==> src/rtl/core/swsd_ram.sv <==
// ----------------------------------------------------------------------------
// swsd_ram
// Simple dual-port RAM: one write port, one read port with registered data.
// ----------------------------------------------------------------------------
module swsd_ram #(
    parameter int WIDTH = 32,
    parameter int DEPTH = 64
) (
    input  logic                     i_clk,
    input  logic                     i_we,
    input  logic [$clog2(DEPTH)-1:0] i_waddr,
    input  logic [WIDTH-1:0]         i_wdata,
    input  logic [$clog2(DEPTH)-1:0] i_raddr,
    output logic [WIDTH-1:0]         o_rdata
);

    logic [WIDTH-1:0] r_mem [DEPTH];
    logic [WIDTH-1:0] r_rdata;

    always_ff @(posedge i_clk) begin
        if (i_we) begin
            r_mem[i_waddr] <= i_wdata;
        end
        r_rdata <= r_mem[i_raddr];
    end

    assign o_rdata = r_rdata;

endmodule

==> config.mk <==
export PLATFORM = sky130hd
export DESIGN_NAME = swsd_ram
export DESIGN_NICKNAME = d
export VERILOG_FILES = /design/src/rtl/core/swsd_ram.sv
export SDC_FILE = /design/constraint.sdc
export NUM_CORES = 2
export LEC_CHECK = 0
export BUFFER_PORTS_ARGS = -buffer_cell sky130_fd_sc_hd__buf_4
export CAP_MARGIN = 20
export CORE_ASPECT_RATIO = 0.8
export CORE_MARGIN = 1.5
export CORE_UTILIZATION = 65
export DETAILED_ROUTE_END_ITERATION = 10
export GPL_TIMING_DRIVEN = 1
export PLACE_DENSITY = 0.82
export SETUP_SLACK_MARGIN = 0.1
export SLEW_MARGIN = 10
export SYNTH_ARGS = -nofsm -noshare
export SYNTH_HDL_FRONTEND = slang
export SYNTH_SLANG_ARGS = --single-unit
==> constraint.sdc <==
create_clock -name i_clk -period 10.25 [get_ports i_clk]
set_input_delay 1.025 -clock i_clk [delete_from_list [all_inputs] [get_ports i_clk]]
set_output_delay 1.025 -clock i_clk [all_outputs]
set_load 0.02 [all_outputs]
# == Word level (Yosys, flattened, before mapping) ==
# Memory sizes are Yosys's and may differ from the RTL's. A register that Yosys moved wholly into a read port is not among the register bits.
# Cells that the tools add are included.
# op_classes
n_mux,2
# ops
cell,count
two-way mux 1 bit,2
# word_totals
regBits,0
ramBits,2048
input_bits,46
memories,1
# mem_list
name,words,word_bits,read_ports,rd_clocked_by_memory_dff,wr,line,rtl
r_mem,64,32,1,1,1,17,logic [WIDTH-1:0] r_mem [DEPTH];

# == Logic depth before layout (Yosys ltp) ==
# depth
word_depth,2
mapped_depth,10

# == Least setup slack after synthesis ==
# OpenSTA, ideal clock, no wires.
# synth_path
kind,in2reg
from,in i_waddr[3]
to,"mem r_mem[48][0], enable pin"
setup_ns,0.461
arrival_ns,3.724
required_time_ns,9.789
setup_slack_ns,6.065
stages,4
path_buffers,1
path_cell_list,clkbuf_1 > nor2b_1 > nand4b_1 > nor3_1
# synth_rtl
item,line,rtl
"start, declared",11,"input logic [$clog2(DEPTH)-1:0] i_waddr,"
"end, declared",17,
# No word-level cell before the write port.

==> metrics.txt <==
Num CTS Buffers 182; Worst-path clk slew 70 ps; top-count cell post-synth edfxtp_1; Hold WS 730 ps; synthesized cell area 78500 sq um; Final nets 3542; Seq/Total Area, Yosys 79.1%; Max Cap Violations 0; DR DRC count 0; CTS tree built; maximum vdd drop 219 uV; Pwr Density 200 nW/um^2; Final Hold Viols 0; global route overflow 0; post-synthesis cell count 3324; layout cell share with drive strength beyond 1 29.2%; vias per cell 7.61; Worst Tran Pin Value 1170 ps; clk_skew 41.5 ps; Initial Utilization 65.9%; CTS resizes 0; initial drt markers 6936; final max-slew violation count 0; Yosys top cell by area edfxtp_1; RePlAce Congestion 0.835; synthesis-stage register bit count 2080; vias 40100; Final period util 43.4%; Worst-Skew Late Latency 840 ps; HPWL after DPL 105000 um; H-tree depth 4; Cell Rows 113; clk root buf clkbuf_16; crit end category flop; number of I/O port buffers 77; status completed; Post-synth ARST share 0%; Post-synth EDFFs 2048; worst rel slew slack 21.8%; final wirelength 220000 um; die area 123000 sq um; Yosys cell types 34; syn_area_per_cell 23.6 sq um; cts hold-fix bufs 0; WL/cell 41.8 um; TNS Setup 0 ps; crit path kind primary input to flop; I/O pin total 78; Data required, critical path 10920 ps; syn_nets 3370; Synth Flop Type edfxtp_1; clk sinks 2080; CP arrival 5120 ps; CTS Buffer Depth 3; Die X 392 um; vias in the first global route 40700; Leak Pwr 27.3 nW; reg2reg path depth 4; Final setup viols 0; first-pass GRT wire length 306000 um; setup ws final 5800 ps; Post-CTS Setup Inserts 0; Core ar. 119000 sq um; fillcell total 5963; router iterations before antenna repair 6; hold crit path type primary input to flop; crit-path max FO 75; Post-synth top cells edfxtp_1, mux4_2, nor2_1, mux2i_1, o22ai_1; area grow syn2layout 11.7%; top cells by area, synth edfxtp_1, mux4_2, mux2i_1; crit path time final 4450 ps; top cell type's share of synthesized area 78.3%; Detail Route Antenna Nets 0; hold-critical path depth 1; Tot GR Track Use 36.7%; dpl ws 4980 ps; largest net degree at the start of global routing 116; Synth warnings 0; RSZ-0062 raised after global routing false; initial antenna violation count 15; Critical Path Source Type primary input; die extent in y 314 um; max frequency 0.225 GHz
-- sequential cells by signal (all words and copies together), names as in the netlist --
name	count
o_rdata	32
r_mem	2048
-- through the flow --
stage	std cells	util, %	power [mW]	cell area (sq um)
6_report	5265	73.6	17.5	87700
5_1_grt	5259	73.6	17.9	87700
4_1_cts	5257	73.5	17.6	87600
3_5_place_dp	4920	68.3	10.5	81400
3_3_place_gp	4920	68.3	10.4	81400
2_1_floorplan	3324	-	10.1	78500
-- cell usage in the layout (no fill, tap or decap), types with 13 or more instances in the layout --
master / synthesis / routed
o22ai_1: 84 / 84
o221ai_1: 27 / 27
mux2i_1: 93 / 93
nor2_1: 137 / 75
clkbuf_1: 74 / 33
mux4_2: 544 / 544
nand2_1: 26 / 25
dfxtp_1: 32 / 32
clkinv_2: 0 / 33
bufinv_16: 0 / 23
a21oi_1: 62 / 62
nor2b_1: 15 / 15
clkinv_1: 0 / 24
buf_4: 25 / 162
nor2_4: 0 / 62
edfxtp_1: 2048 / 2048
clkbuf_16: 0 / 189
clkbuf_8: 0 / 13
-- layout make-up --
cell class	count	area, sq um	share of cell area, %
sequential	2080	62100	70.9
multi-input combinational	1062	16000	18.2
tap	1610	2010	2.30
timing repair buffer	170	1360	1.56
clock inverter	102	1160	1.32
clock buffer	235	5030	5.74
antenna	6	15.0	0.0171
-- layer usage --
metal	track usage, %	vias up	wire [um]
met3	9.88	675	29400
li1	-	14600	-
met4	19.3	22	13000
met1	49.1	20900	73200
met5	0	-	138
met2	56.5	3911	104000
-- power breakdown --
| group | internal (mW) | switching (mW) | total [mW] |
|---|---|---|---|
| Clock | 4.06 | 3.16 | 7.21 |
| Combinational | 0.317 | 0.550 | 0.868 |
| Sequential | 9.41 | 0.0575 | 9.47 |
| Total | 13.8 | 3.77 | 17.5 |
-- critical path: stages --
cell	delay (ps)
buf_8	430
buf_4	930
buf_4	930
mux4_2	450
mux4_2	500
o22ai_1	630
nor2_1	110
-- kinds of logic after synthesis --
family	share of synthesized area, %
AO/OA/AOI/OAI	1.67
buffers and inverters	1.13
flip-flops	79.1
multiplexers	16.8
AND/OR/NAND/NOR	1.27
-- final timing paths --
path	endpoint	slack, ps	start
setup / recovery	o_rdata[10]	5800	i_raddr[1]
hold / removal	r_mem[4][12]	730	i_wdata[12]
setup reg to reg	o_rdata[10]	7940	r_mem[31][10]
hold reg to reg	o_rdata[4]	750	r_mem[13][4]
No activity file was read; power rests on OpenSTA's default activity.
